`config.mk`:
```
export PLATFORM = sky130hd
export DESIGN_NAME = modular_exponentiation_64_top_flat
export DESIGN_NICKNAME = d
export VERILOG_FILES = /design/src/modexp_pkg.sv /design/src/modexp_intf.sv /design/src/modexp_mulmod.sv /design/src/modular_exponentiation_64_top.sv /design/src/flat_wrapper.sv
export SDC_FILE = /design/constraint.sdc
export NUM_CORES = 2
export LEC_CHECK = 0
export BUFFER_PORTS_ARGS = -buffer_cell sky130_fd_sc_hd__buf_4
export CAP_MARGIN = 20
export CORE_MARGIN = 2
export CORE_UTILIZATION = 49
export DETAILED_ROUTE_END_ITERATION = 10
export HOLD_SLACK_MARGIN = 0.08
export PLACE_DENSITY = 0.66
export SYNTH_ARGS = -nofsm -noshare
export SYNTH_HDL_FRONTEND = slang
export SYNTH_HIERARCHICAL = 1
export SYNTH_SLANG_ARGS = --single-unit
export TNS_END_PERCENT = 1
```
`constraint.sdc`:
```
create_clock -name clk_i -period 7.3 [get_ports clk_i]
set_input_delay 0.73 -clock clk_i [delete_from_list [all_inputs] [get_ports clk_i]]
set_output_delay 0.73 -clock clk_i [all_outputs]
set_load 0.05 [all_outputs]
```
`src/modexp_pkg.sv`:
```
// ----------------------------------------------------------------------------
// Modular exponentiation package
// Shared constants, register indexes and control types for the 64-bit
// Diffie-Hellman exponentiation block.
// ----------------------------------------------------------------------------
package modexp_pkg;

  // Fixed width of every payload field and configuration register.
  localparam int FIELD_W   = 64;
  localparam int CFG_IDX_W = 2;

  typedef enum logic [CFG_IDX_W-1:0] {
    CFG_MODULUS   = 2'd0,
    CFG_GENERATOR = 2'd1,
    CFG_EXPONENT  = 2'd2
  } cfg_idx_e;

  typedef enum logic {
    FUNC_PUBLIC = 1'b0,
    FUNC_SHARED = 1'b1
  } func_e;

  // Command from the sequencer to the modular multiplier.
  typedef struct packed {
    logic start;
  } mm_ctl_t;

  // Status from the modular multiplier back to the sequencer.
  typedef struct packed {
    logic busy;
    logic done;
  } mm_stat_t;

endpackage

```
`src/modexp_intf.sv`:
```
// ----------------------------------------------------------------------------
// Modular exponentiation channel interfaces
// Request, response and configuration write channels with valid/ready.
// ----------------------------------------------------------------------------
interface modexp_req_if import modexp_pkg::*; ();
  logic               valid;
  logic               ready;
  logic               func;
  logic [FIELD_W-1:0] peer_value;

  modport source (output valid, output func, output peer_value, input ready);
  modport sink   (input valid, input func, input peer_value, output ready);
endinterface

interface modexp_rsp_if import modexp_pkg::*; ();
  logic               valid;
  logic               ready;
  logic [FIELD_W-1:0] key_value;
  logic               operand_error;

  modport source (output valid, output key_value, output operand_error, input ready);
  modport sink   (input valid, input key_value, input operand_error, output ready);
endinterface

interface modexp_cfg_if import modexp_pkg::*; ();
  logic                 valid;
  logic                 ready;
  logic [CFG_IDX_W-1:0] index;
  logic [FIELD_W-1:0]   data;

  modport source (output valid, output index, output data, input ready);
  modport sink   (input valid, input index, input data, output ready);
endinterface

```
`src/modexp_mulmod.sv`:
```
// ----------------------------------------------------------------------------
// Modular multiplier
// Computes (a * b) mod p by add-and-double, one bit of b per cycle, LSB first.
// Intermediate values never exceed the modulus, so no wide product is formed.
// ----------------------------------------------------------------------------
module modexp_mulmod import modexp_pkg::*; #(
  parameter int WORD_BITS = 64
) (
  input  logic                 clk_i,
  input  logic                 rst_ni,
  input  mm_ctl_t              ctl_i,
  input  logic [WORD_BITS-1:0] a_i,
  input  logic [WORD_BITS-1:0] b_i,
  input  logic [WORD_BITS-1:0] p_i,
  output mm_stat_t             stat_o,
  output logic [WORD_BITS-1:0] result_o
);

  localparam int                CNT_W = $clog2(WORD_BITS + 1);
  localparam logic [CNT_W-1:0]  STEPS = CNT_W'(WORD_BITS);

  logic [WORD_BITS-1:0] acc_q, acc_d;
  logic [WORD_BITS-1:0] a_q, a_d;
  logic [WORD_BITS-1:0] b_q;
  logic [WORD_BITS-1:0] gap;
  logic [CNT_W-1:0]     cnt_q;
  logic                 busy_q;
  logic                 done_q;

  // Adding a is done as subtracting p - a whenever the sum would reach p.
  always_comb begin
    gap = p_i - a_q;
    if (b_q[0]) begin
      if (acc_q >= gap) begin
        acc_d = acc_q - gap;
      end else begin
        acc_d = acc_q + a_q;
      end
    end else begin
      acc_d = acc_q;
    end
    if (a_q >= gap) begin
      a_d = a_q - gap;
    end else begin
      a_d = {a_q[WORD_BITS-2:0], 1'b0};
    end
  end

  always_ff @(posedge clk_i or negedge rst_ni) begin
    if (!rst_ni) begin
      busy_q <= 1'b0;
      done_q <= 1'b0;
      cnt_q  <= '0;
    end else begin
      done_q <= 1'b0;
      if (ctl_i.start) begin
        busy_q <= 1'b1;
        cnt_q  <= STEPS;
      end else if (busy_q) begin
        cnt_q <= cnt_q - 1'b1;
        if (cnt_q == CNT_W'(1)) begin
          busy_q <= 1'b0;
          done_q <= 1'b1;
        end
      end
    end
  end

  always_ff @(posedge clk_i) begin
    if (ctl_i.start) begin
      acc_q <= '0;
      a_q   <= a_i;
      b_q   <= b_i;
    end else if (busy_q) begin
      acc_q <= acc_d;
      a_q   <= a_d;
      b_q   <= b_q >> 1;
    end
  end

  assign stat_o.busy = busy_q;
  assign stat_o.done = done_q;
  assign result_o    = acc_q;

`ifndef SYNTHESIS
  a_acc_below_p : assert property (@(posedge clk_i) disable iff (!rst_ni)
    busy_q |-> acc_q < p_i) else $error("accumulator reached the modulus");
  a_dbl_below_p : assert property (@(posedge clk_i) disable iff (!rst_ni)
    busy_q |-> a_q < p_i) else $error("doubled operand reached the modulus");
  a_no_restart  : assert property (@(posedge clk_i) disable iff (!rst_ni)
    ctl_i.start |-> !busy_q) else $error("multiplier started while busy");
`endif

endmodule

```
`src/modular_exponentiation_64_top.sv`:
```
// ----------------------------------------------------------------------------
// Modular exponentiation, 64-bit Diffie-Hellman
// Raises a base to the configured private exponent modulo the configured
// modulus, by square-and-multiply over a shared add-and-double multiplier.
// ----------------------------------------------------------------------------
// Each request transaction yields one response transaction. Func 0 takes the
// configured generator as the base (public key), func 1 takes peer_value
// (shared secret). A base not below the modulus, or a modulus below 2, gives
// key_value zero with operand_error set; the request goes straight to FINISH,
// which loads the response register. Otherwise the exponent is scanned from
// its top bit down: each bit costs one modular squaring plus one modular
// multiplication when the bit is set, all in the single shared multiplier.
// The block takes one request at a time; a finished result sits in the
// response register, and the next request is taken while it waits.
// Registers are to be written by the user through the configuration
// channel only while the block is idle; the block itself does not
// enforce this.
module modular_exponentiation_64_top import modexp_pkg::*; #(
  parameter int WORD_BITS = 64
) (
  input  logic         clk_i,
  input  logic         rst_ni,
  modexp_cfg_if.sink   cfg_i,
  modexp_req_if.sink   req_i,
  modexp_rsp_if.source rsp_o
);

  localparam int BIT_W = $clog2(WORD_BITS);

  typedef enum logic [2:0] {
    IDLE,
    SQR_START,
    SQR_WAIT,
    MUL_START,
    MUL_WAIT,
    FINISH
  } state_e;

  state_e               state_q;
  logic [FIELD_W-1:0]   modulus_q;
  logic [FIELD_W-1:0]   generator_q;
  logic [FIELD_W-1:0]   exponent_q;
  logic [WORD_BITS-1:0] p_q;
  logic [WORD_BITS-1:0] exp_q;
  logic [WORD_BITS-1:0] base_q;
  logic [WORD_BITS-1:0] r_q;
  logic [BIT_W-1:0]     bit_q;
  logic                 err_q;
  logic                 rsp_valid_q;
  logic [FIELD_W-1:0]   rsp_key_q;
  logic                 rsp_err_q;

  logic [WORD_BITS-1:0] req_base;
  logic [WORD_BITS-1:0] cfg_p;
  logic                 req_err;
  logic                 req_fire;
  logic                 last_bit;
  logic                 rsp_load;
  mm_ctl_t              mm_ctl;
  mm_stat_t             mm_stat;
  logic [WORD_BITS-1:0] mm_b;
  logic [WORD_BITS-1:0] mm_result;

  // Configuration registers.
  assign cfg_i.ready = 1'b1;

  always_ff @(posedge clk_i or negedge rst_ni) begin
    if (!rst_ni) begin
      modulus_q   <= '0;
      generator_q <= '0;
      exponent_q  <= '0;
    end else if (cfg_i.valid) begin
      case (cfg_i.index)
        CFG_MODULUS:   modulus_q   <= cfg_i.data;
        CFG_GENERATOR: generator_q <= cfg_i.data;
        CFG_EXPONENT:  exponent_q  <= cfg_i.data;
        default:       ;
      endcase
    end
  end

  // Operand check at acceptance.
  assign cfg_p    = modulus_q[WORD_BITS-1:0];
  assign req_base = (req_i.func == FUNC_SHARED) ? req_i.peer_value[WORD_BITS-1:0]
                                                : generator_q[WORD_BITS-1:0];
  assign req_err  = (cfg_p < WORD_BITS'(2)) || (req_base >= cfg_p);

  assign req_i.ready = (state_q == IDLE);
  assign req_fire    = req_i.valid && req_i.ready;
  assign last_bit    = (bit_q == '0);

  // The response register is free, or is emptied in this cycle.
  assign rsp_load = (state_q == FINISH) && (!rsp_valid_q || rsp_o.ready);

  assign mm_ctl.start = (state_q == SQR_START) || (state_q == MUL_START);
  assign mm_b         = (state_q == MUL_START) ? base_q : r_q;

  modexp_mulmod #(
    .WORD_BITS (WORD_BITS)
  ) u_mulmod (
    .clk_i    (clk_i),
    .rst_ni   (rst_ni),
    .ctl_i    (mm_ctl),
    .a_i      (r_q),
    .b_i      (mm_b),
    .p_i      (p_q),
    .stat_o   (mm_stat),
    .result_o (mm_result)
  );

  always_ff @(posedge clk_i or negedge rst_ni) begin
    if (!rst_ni) begin
      state_q     <= IDLE;
      p_q         <= '0;
      exp_q       <= '0;
      base_q      <= '0;
      r_q         <= '0;
      bit_q       <= '0;
      err_q       <= 1'b0;
      rsp_valid_q <= 1'b0;
      rsp_key_q   <= '0;
      rsp_err_q   <= 1'b0;
    end else begin
      if (rsp_load) begin
        rsp_valid_q <= 1'b1;
      end else if (rsp_o.ready) begin
        rsp_valid_q <= 1'b0;
      end
      case (state_q)
        IDLE: begin
          if (req_fire) begin
            p_q    <= cfg_p;
            exp_q  <= exponent_q[WORD_BITS-1:0];
            base_q <= req_base;
            bit_q  <= BIT_W'(WORD_BITS - 1);
            err_q  <= req_err;
            if (req_err) begin
              r_q     <= '0;
              state_q <= FINISH;
            end else begin
              r_q     <= WORD_BITS'(1);
              state_q <= SQR_START;
            end
          end
        end
        SQR_START: state_q <= SQR_WAIT;
        MUL_START: state_q <= MUL_WAIT;
        SQR_WAIT, MUL_WAIT: begin
          if (mm_stat.done) begin
            r_q <= mm_result;
            if ((state_q == SQR_WAIT) && exp_q[bit_q]) begin
              state_q <= MUL_START;
            end else if (last_bit) begin
              state_q <= FINISH;
            end else begin
              bit_q   <= bit_q - 1'b1;
              state_q <= SQR_START;
            end
          end
        end
        FINISH: begin
          if (rsp_load) begin
            rsp_key_q <= FIELD_W'(r_q);
            rsp_err_q <= err_q;
            state_q   <= IDLE;
          end
        end
        default: state_q <= IDLE;
      endcase
    end
  end

  assign rsp_o.valid         = rsp_valid_q;
  assign rsp_o.key_value     = rsp_key_q;
  assign rsp_o.operand_error = rsp_err_q;

`ifndef SYNTHESIS
  a_err_zero_key : assert property (@(posedge clk_i) disable iff (!rst_ni)
    (rsp_valid_q && rsp_err_q) |-> (rsp_key_q == '0))
    else $error("operand error response carries a nonzero key");
  a_busy_after   : assert property (@(posedge clk_i) disable iff (!rst_ni)
    req_fire |=> (state_q != IDLE)) else $error("request accepted but no work started");
  a_done_in_wait : assert property (@(posedge clk_i) disable iff (!rst_ni)
    mm_stat.done |-> (state_q == SQR_WAIT || state_q == MUL_WAIT))
    else $error("product finished outside a wait state");
  a_result_range : assert property (@(posedge clk_i) disable iff (!rst_ni)
    mm_stat.done |-> (mm_result < p_q)) else $error("product not reduced");
`endif

endmodule
```
`src/flat_wrapper.sv`:
```
// flat-port wrapper written by rule: the top's interface ports become plain ports
module modular_exponentiation_64_top_flat import modexp_pkg::*;
#(
  parameter int WORD_BITS = 64
)
  (clk_i, rst_ni, cfg_i_valid, cfg_i_index, cfg_i_data, cfg_i_ready, req_i_valid, req_i_func, req_i_peer_value, req_i_ready, rsp_o_valid, rsp_o_key_value, rsp_o_operand_error, rsp_o_ready);
  modexp_cfg_if cfg_i_i ();
  modexp_req_if req_i_i ();
  modexp_rsp_if rsp_o_i ();
  input  logic clk_i;
  input  logic rst_ni;
  input wire logic [$bits(cfg_i_i.valid)-1:0] cfg_i_valid;
  input wire logic [$bits(cfg_i_i.index)-1:0] cfg_i_index;
  input wire logic [$bits(cfg_i_i.data)-1:0] cfg_i_data;
  output wire logic [$bits(cfg_i_i.ready)-1:0] cfg_i_ready;
  input wire logic [$bits(req_i_i.valid)-1:0] req_i_valid;
  input wire logic [$bits(req_i_i.func)-1:0] req_i_func;
  input wire logic [$bits(req_i_i.peer_value)-1:0] req_i_peer_value;
  output wire logic [$bits(req_i_i.ready)-1:0] req_i_ready;
  output wire logic [$bits(rsp_o_i.valid)-1:0] rsp_o_valid;
  output wire logic [$bits(rsp_o_i.key_value)-1:0] rsp_o_key_value;
  output wire logic [$bits(rsp_o_i.operand_error)-1:0] rsp_o_operand_error;
  input wire logic [$bits(rsp_o_i.ready)-1:0] rsp_o_ready;
  assign cfg_i_i.valid = cfg_i_valid;
  assign cfg_i_i.index = cfg_i_index;
  assign cfg_i_i.data = cfg_i_data;
  assign cfg_i_ready = cfg_i_i.ready;
  assign req_i_i.valid = req_i_valid;
  assign req_i_i.func = req_i_func;
  assign req_i_i.peer_value = req_i_peer_value;
  assign req_i_ready = req_i_i.ready;
  assign rsp_o_valid = rsp_o_i.valid;
  assign rsp_o_key_value = rsp_o_i.key_value;
  assign rsp_o_operand_error = rsp_o_i.operand_error;
  assign rsp_o_i.ready = rsp_o_ready;
  modular_exponentiation_64_top #(.WORD_BITS(WORD_BITS)) u_core (.clk_i(clk_i), .rst_ni(rst_ni), .cfg_i(cfg_i_i), .req_i(req_i_i), .rsp_o(rsp_o_i));
endmodule
```
After elaboration in Yosys (flattened, before gate mapping) --
Index checks and enable logic that the tools add are counted.
Storage, ports and cells: register bits after elaboration 725, latch bits 0, bits in writable memories 0, bits in read-only memories 0, input bits 136, output and inout bits 68, word-level logic and storage cells 102, memories 0
Operators by class: add/subtract/negate cells 6, multiply operators 0, divide/modulo/power cells 0, $lt $le $gt $ge 5, equality and inequality tests 13, shift-type cells 0, multiplexer cells 36, bitwise operators 0, reduce and logical (&&, ||, !) cells 23
Operators with widths (count):
- 2-to-1 mux 64 bit | 10
- >= comparator 64 bit | 3
- subtractor 64 bit | 3
- case mux 64 bit (2 select lines) | 1
- adder 64 bit | 1
- less-than comparator 64 x 2 -> 1 bit, second input constant | 1
- 2-to-1 mux 6 bit | 4
- 2-to-1 mux 3 bit | 6
- case mux 3 bit (5 select lines) | 1
- 2-to-1 mux 7 bit | 2
- case mux 6 bit (2 select lines) | 1
- AND reduction 2 bit | 6
- 2-to-1 mux 1 bit | 10
- != test 2 bit, second input constant | 4
- == test 7 x 1 -> 1 bit, second input constant | 1
- less-than comparator 6 x 7 -> 1 bit, second input constant | 1
- subtractor 7 x 1 -> 7 bit, second input constant | 1
- binary-select mux 1 bit (select 6 bit) | 1
- == test 3 x 2 -> 1 bit, second input constant | 2
- == test 3 bit, second input constant | 2
- zero test 6 bit | 1
- AND reduction 3 bit | 2
- nonzero test 2 bit | 3
- subtractor 6 x 1 -> 6 bit, second input constant | 1
- other kinds (11) | 15

Logic depth before layout (Yosys ltp) --
depth after elaboration 6, gate-level depth with buffers 32, gate-level depth less buffers 30

Cells and area by module --
Netlist, hierarchy kept.
Modules (own cells, without submodules):
- modexp_mulmod | times used 1, cells each 2969, area an instance 23522.6 µm², sequential area each 5350.1 µm²
- modular_exponentiation_64_top | times used 1, cells each 2154, area an instance 23373.7 µm², sequential area each 13112.6 µm²

Least setup slack after synthesis --
No wires, ideal clock.
kind reg2reg, start point reg u_core.p_q[0], end point reg u_core.u_mulmod.a_q[34] (data pin), setup time 0.277 ns, data arrival time 6.241 ns, required time 7.023 ns, path slack 0.782 ns, cell stages (with the launch flop) 30, buffers on the path 2, clock period less this slack 6.518 ns, cell sequence dfrtp_1 -> inv_1 -> ha_1 -> inv_1 -> fa_1 -> a211oi_1 -> o21ai_1 -> a221o_1 -> a2111oi_0 -> a211oi_1 -> a221oi_1 -> o21ai_1 -> a31oi_1 -> o21ai_1 -> nand4_1 -> o21ba_2 -> xor2_1 -> ha_1 -> clkbuf_1 -> a21o_1 -> a21oi_1 -> o21ai_0 -> a21o_1 -> a211oi_1 -> o21ai_0 -> a31oi_1 -> a21oi_4 -> buf_2 -> a211oi_1 -> a311oi_2
On the way: longest elaborated chain between the ends 5, elaborated cells between the ends (all ways) 6, classes of those cells 2 x add/sub; 1 x order compare; 3 x mux
Ends and longest elaborated chain:
- start, declared | line modular_exponentiation_64_top.sv:43 | logic [WORD_BITS-1:0] p_q;
- start signal, assigned | line modular_exponentiation_64_top.sv:132 | p_q <= cfg_p;
- subtractor 64 bit * | line modexp_mulmod.sv:32 | gap = p_i - a_q;
- subtractor 64 bit or >= comparator 64 bit (tied branches) | line modexp_mulmod.sv:43, modexp_mulmod.sv:42
- 2-to-1 mux 64 bit * | line modexp_mulmod.sv:42 | if (a_q >= gap) begin
- 2-to-1 mux 64 bit * | line modexp_mulmod.sv:74 | end else if (busy_q) begin
- 2-to-1 mux 64 bit * | line modexp_mulmod.sv:70 | if (ctl_i.start) begin
- end signal, assigned | line modexp_mulmod.sv:72 | a_q <= a_i;
- end, declared | line modexp_mulmod.sv:23 | logic [WORD_BITS-1:0] a_q, a_d;
Every way passes the cells marked *; elsewhere a longest branch is shown, timed or not. The select of a mux whose other input is x is not followed. A chain may end at the register's enable or synchronous reset.

Worst setup path after layout --
start point reg u_core.u_mulmod.a_q[20], end point reg u_core.u_mulmod.acc_q[63] (netlist: u_core/u_mulmod/result_o[63])
On the way: longest elaborated chain between the ends 3, elaborated cells between the ends (all ways) 5, classes of those cells 3 x add/sub; 1 x order compare; 1 x mux
Ends and longest elaborated chain:
- subtractor 64 bit | line modexp_mulmod.sv:32
- subtractor 64 bit or >= comparator 64 bit (tied branches) | line modexp_mulmod.sv:35, modexp_mulmod.sv:34
- 2-to-1 mux 64 bit * | line modexp_mulmod.sv:34 | if (acc_q >= gap) begin
- end signal, assigned | line modexp_mulmod.sv:71 | acc_q <= '0;
- end signal, assigned | line modexp_mulmod.sv:75 | acc_q <= acc_d;
- end, declared | line modexp_mulmod.sv:22 | logic [WORD_BITS-1:0] acc_q, acc_d;
Every way passes the cells marked *; elsewhere a longest branch is shown, timed or not.

==> summary.txt <==
Finish
  – Finished Layout Cells: 6,610
  – Area of the multi-input gates: 0.0267 mm2
  – FILL cells: 8,444
  – Non-Filler Cell Area, Final: 0.0531 mm2
  – Nets: 5,734
  – Layout cells sized above 1: 15.3%
  – Register Area: 0.0185 mm2
  – Layout area overhead: 13.2%

Floorplanning
  – Initial Util: 49.4%
  – Die ar.: 0.0982 mm2
  – Io pins: 204
  – Die Width: 313 um
  – Die Ht: 313 um
  – Core Region: 0.0949 mm2
  – Num rows: 113

Flow run
  – Max_cap viols: 0

Routing
  – Drt total wl: 145,000 um
  – Post-route ant nets: 0
  – Via count: 39,400
  – DRT iter0 DRCs: 3,863
  – Routed vias/inst: 5.96
  – DR WL/cell: 21.9 um
  – First-pass DRT Iterations: 6
  – DR DRC count: 0

STA
  – Tightest Pin Transition: 1.10 ns
  – Slew Limit Fails: 0
  – Worst setup margin: 0.223 ns
  – Fmax achieved: 141 MHz
  – Final hold vios: 0
  – RSZ-0062 raised after global routing: true
  – Clock skew: 0.0268 ns
  – Final Setup Violations: 0
  – Slew margin rel.: 27.0%
  – Final period util: 96.9%
  – Clock period minus worst slack: 7.08 ns
  – Hold Slack: 0.310 ns

Clocking
  – Clock buffer depth: 3
  – TritonCTS clock tree: done
  – Num CTS Buffers: 80
  – Clk_lat worst skew: 0.67 ns
  – Clock-pin slew on the worst setup and hold paths: 0.06 ns
  – Sink Count: 725
  – Root Buffer: clkbuf_16
  – H-tree depth: 3

Global routing
  – Congestion Overflow GR: 0
  – Largest net degree at the start of global routing: 155
  – GR Layer Usage met2: 41.0%
  – First-pass GRT wire length: 221,000 um
  – Initial antenna violation count: 3
  – Routing usage on met3: 4.68%
  – Met1 Track Usage GR: 45.8%
  – Layer with the highest usage: met1
  – Gr usage total: 29.0%
  – Number of global-route vias before repair: 36,900

Placed design
  – Gp weighted congestion: 0.948
  – Place WS: -0.323 ns
  – Placed cell count: 6,454
  – Port Buffer Count: 202
  – Detail Placement HPWL: 109,000 um
  – DP Area: 0.0501 mm2

Synthesis
  – Mapped Cells: 5,122
  – Synth warn: 6
  – Syn Nets: 5,580
  – Cell Area, Synth: 0.0469 mm2
  – Syn_area_per_cell: 9.15 um2

Outcome
  – Status: finished clean

Critical path
  – Slowest cell on crit path: or4_1
  – CP Cell Sequence: inv_1, ha_1, nand3_1, or3_1, nor4_1, o41ai_2, o21ai_1, a21o_1, a41o_1, a311oi_2, buf_4, o41ai_1, o211ai_1, xor2_1, ha_1, nand3_1, or4_1, o31ai_4, buf_4, buf_4, nor4b_1, a2111oi_2
  – Worst Setup Path Type: reg -> reg
  – CP required: 7.81 ns
  – R2R setup slack: 0.22 ns
  – R2R Path End: u_core/u_mulmod/result_o[63]
  – FF-to-FF path depth: 22
  – Arrival time at the worst endpoint: 7.59 ns
  – Largest stage delay, worst path: 0.59 ns
  – Most frequent CP cell: buf_4
  – CP Capture Point: u_core/u_mulmod/result_o[63]
  – Endpoint type of the worst setup path: flip-flop
  – Reg-to-reg critical path startpoint: u_core/u_mulmod/a_q[20]
  – Worst setup path start: u_core/u_mulmod/a_q[20]
  – Worst-path fanout max: 9
  – CP Launch Type: flip-flop

Min path
  – HP Class: in -> reg
## worst max-delay path: cells and delay by family (launching register included)
kind            cells  cell delay (ns)
compound gates      9             2.29
xor+xnor            1             0.53
fa+ha+maj           2             0.77
buf+inv             4             0.66
flops               1             0.44
simple gates        6             2.20
## flip-flops by register name, summed over array words and instances (netlist names)
register / cells
u_core/p_q: 64
u_core/u_mulmod/cnt_q: 7
u_core/u_mulmod/result_o: 64
u_core/u_mulmod/done_q: 1
u_core/rsp_o.operand_error: 1
u_core/generator_q: 64
u_core/rsp_o.valid: 1
u_core/u_mulmod/a_q: 64
u_core/exponent_q: 64
u_core/err_q: 1
u_core/base_q: 64
u_core/exp_q: 64
u_core/bit_q: 6
u_core/r_q: 64
u_core/state_q: 3
u_core/rsp_o.key_value: 64
u_core/u_mulmod/busy_q: 1
u_core/cfg_p: 64
u_core/u_mulmod/b_q: 64
## metal layers
layer | vias up | share of wire, %
met4 | 0 | 2.3
met2 | 1465 | 41
met5 | - | 0
met1 | 19100 | 49
li1 | 18600 | -
met3 | 167 | 8.2
## through the flow
step	TNS, ns	utilization (%)
final	0	56.0
after global routing	-0.138	56.0
after CTS	-0.00261	55.8
after detailed placement	-4.36	52.8
after global placement	-14.68	52.8
after floorplan	0	-
## cell usage in the layout, fill, tap and decap left out, types with 11 or more instances in the layout
cell / count
clkbuf_8: 17
edfxtp_1: 128
dfxtp_1: 64
a31oi_1: 31
o21a_1: 22
buf_4: 328
o31ai_1: 17
nor2_1: 257
mux2_1: 130
mux2i_1: 21
o211ai_1: 27
nand2b_1: 38
o21ai_1: 168
ha_1: 318
o31a_1: 12
clkinv_2: 14
xor2_1: 84
and4_1: 14
nand4_1: 58
a21oi_1: 370
and2_1: 20
a21o_1: 186
nor3_1: 73
nand3_1: 135
mux2_2: 257
inv_1: 223
a31o_2: 12
a211oi_1: 57
or3_1: 11
xnor2_1: 145
nand2_1: 864
o21ai_0: 197
clkbuf_16: 83
and3_1: 26
o21bai_1: 40
nor4_1: 33
dfrtp_1: 533
nor2b_1: 40
clkbuf_1: 11
## worst min path at each step
| stage | start | cells after the start | endpoint | slack (ns) |
|---|---|---|---|---|
| after floorplan | rst_ni | 0 | u_core/base_q[0] | 0.43 |
| after global placement | u_core/exponent_q[58] | 2 | u_core/exp_q[58] | 0.44 |
| after detailed placement | u_core/exponent_q[34] | 2 | u_core/exp_q[34] | 0.45 |
| after CTS | cfg_i_data[25] | 3 | u_core/cfg_p[25] | 0.28 |
| after global routing | cfg_i_data[31] | 2 | u_core/exponent_q[31] | 0.30 |
| final | cfg_i_data[7] | 3 | u_core/cfg_p[7] | 0.31 |
## layout make-up
cell class,count,share of cell area (%)
Clock buffer,111,4.43
Tap cell,1265,2.98
Inverter,225,1.60
Clock inverter,38,0.889
Sequential cell,725,34.8
Multi-Input combinational cell,3905,50.3
Timing Repair Buffer,339,5.04
Antenna cell,2,0.00943
## timing repair
| action | in CTS | in global routing |
|---|---|---|
| gates resized for setup | 5 | 28 |
| setup endpoints to repair | 81 | 128 |
| hold buffers | 1 | 0 |
| setup buffers | 0 | 3 |
| hold endpoints to repair | 6 | 0 |
| pin swaps | 0 | 6 |
Power is not shown: default switching activity piles up to over one toggle a cycle in this logic, so the estimate is an artifact.
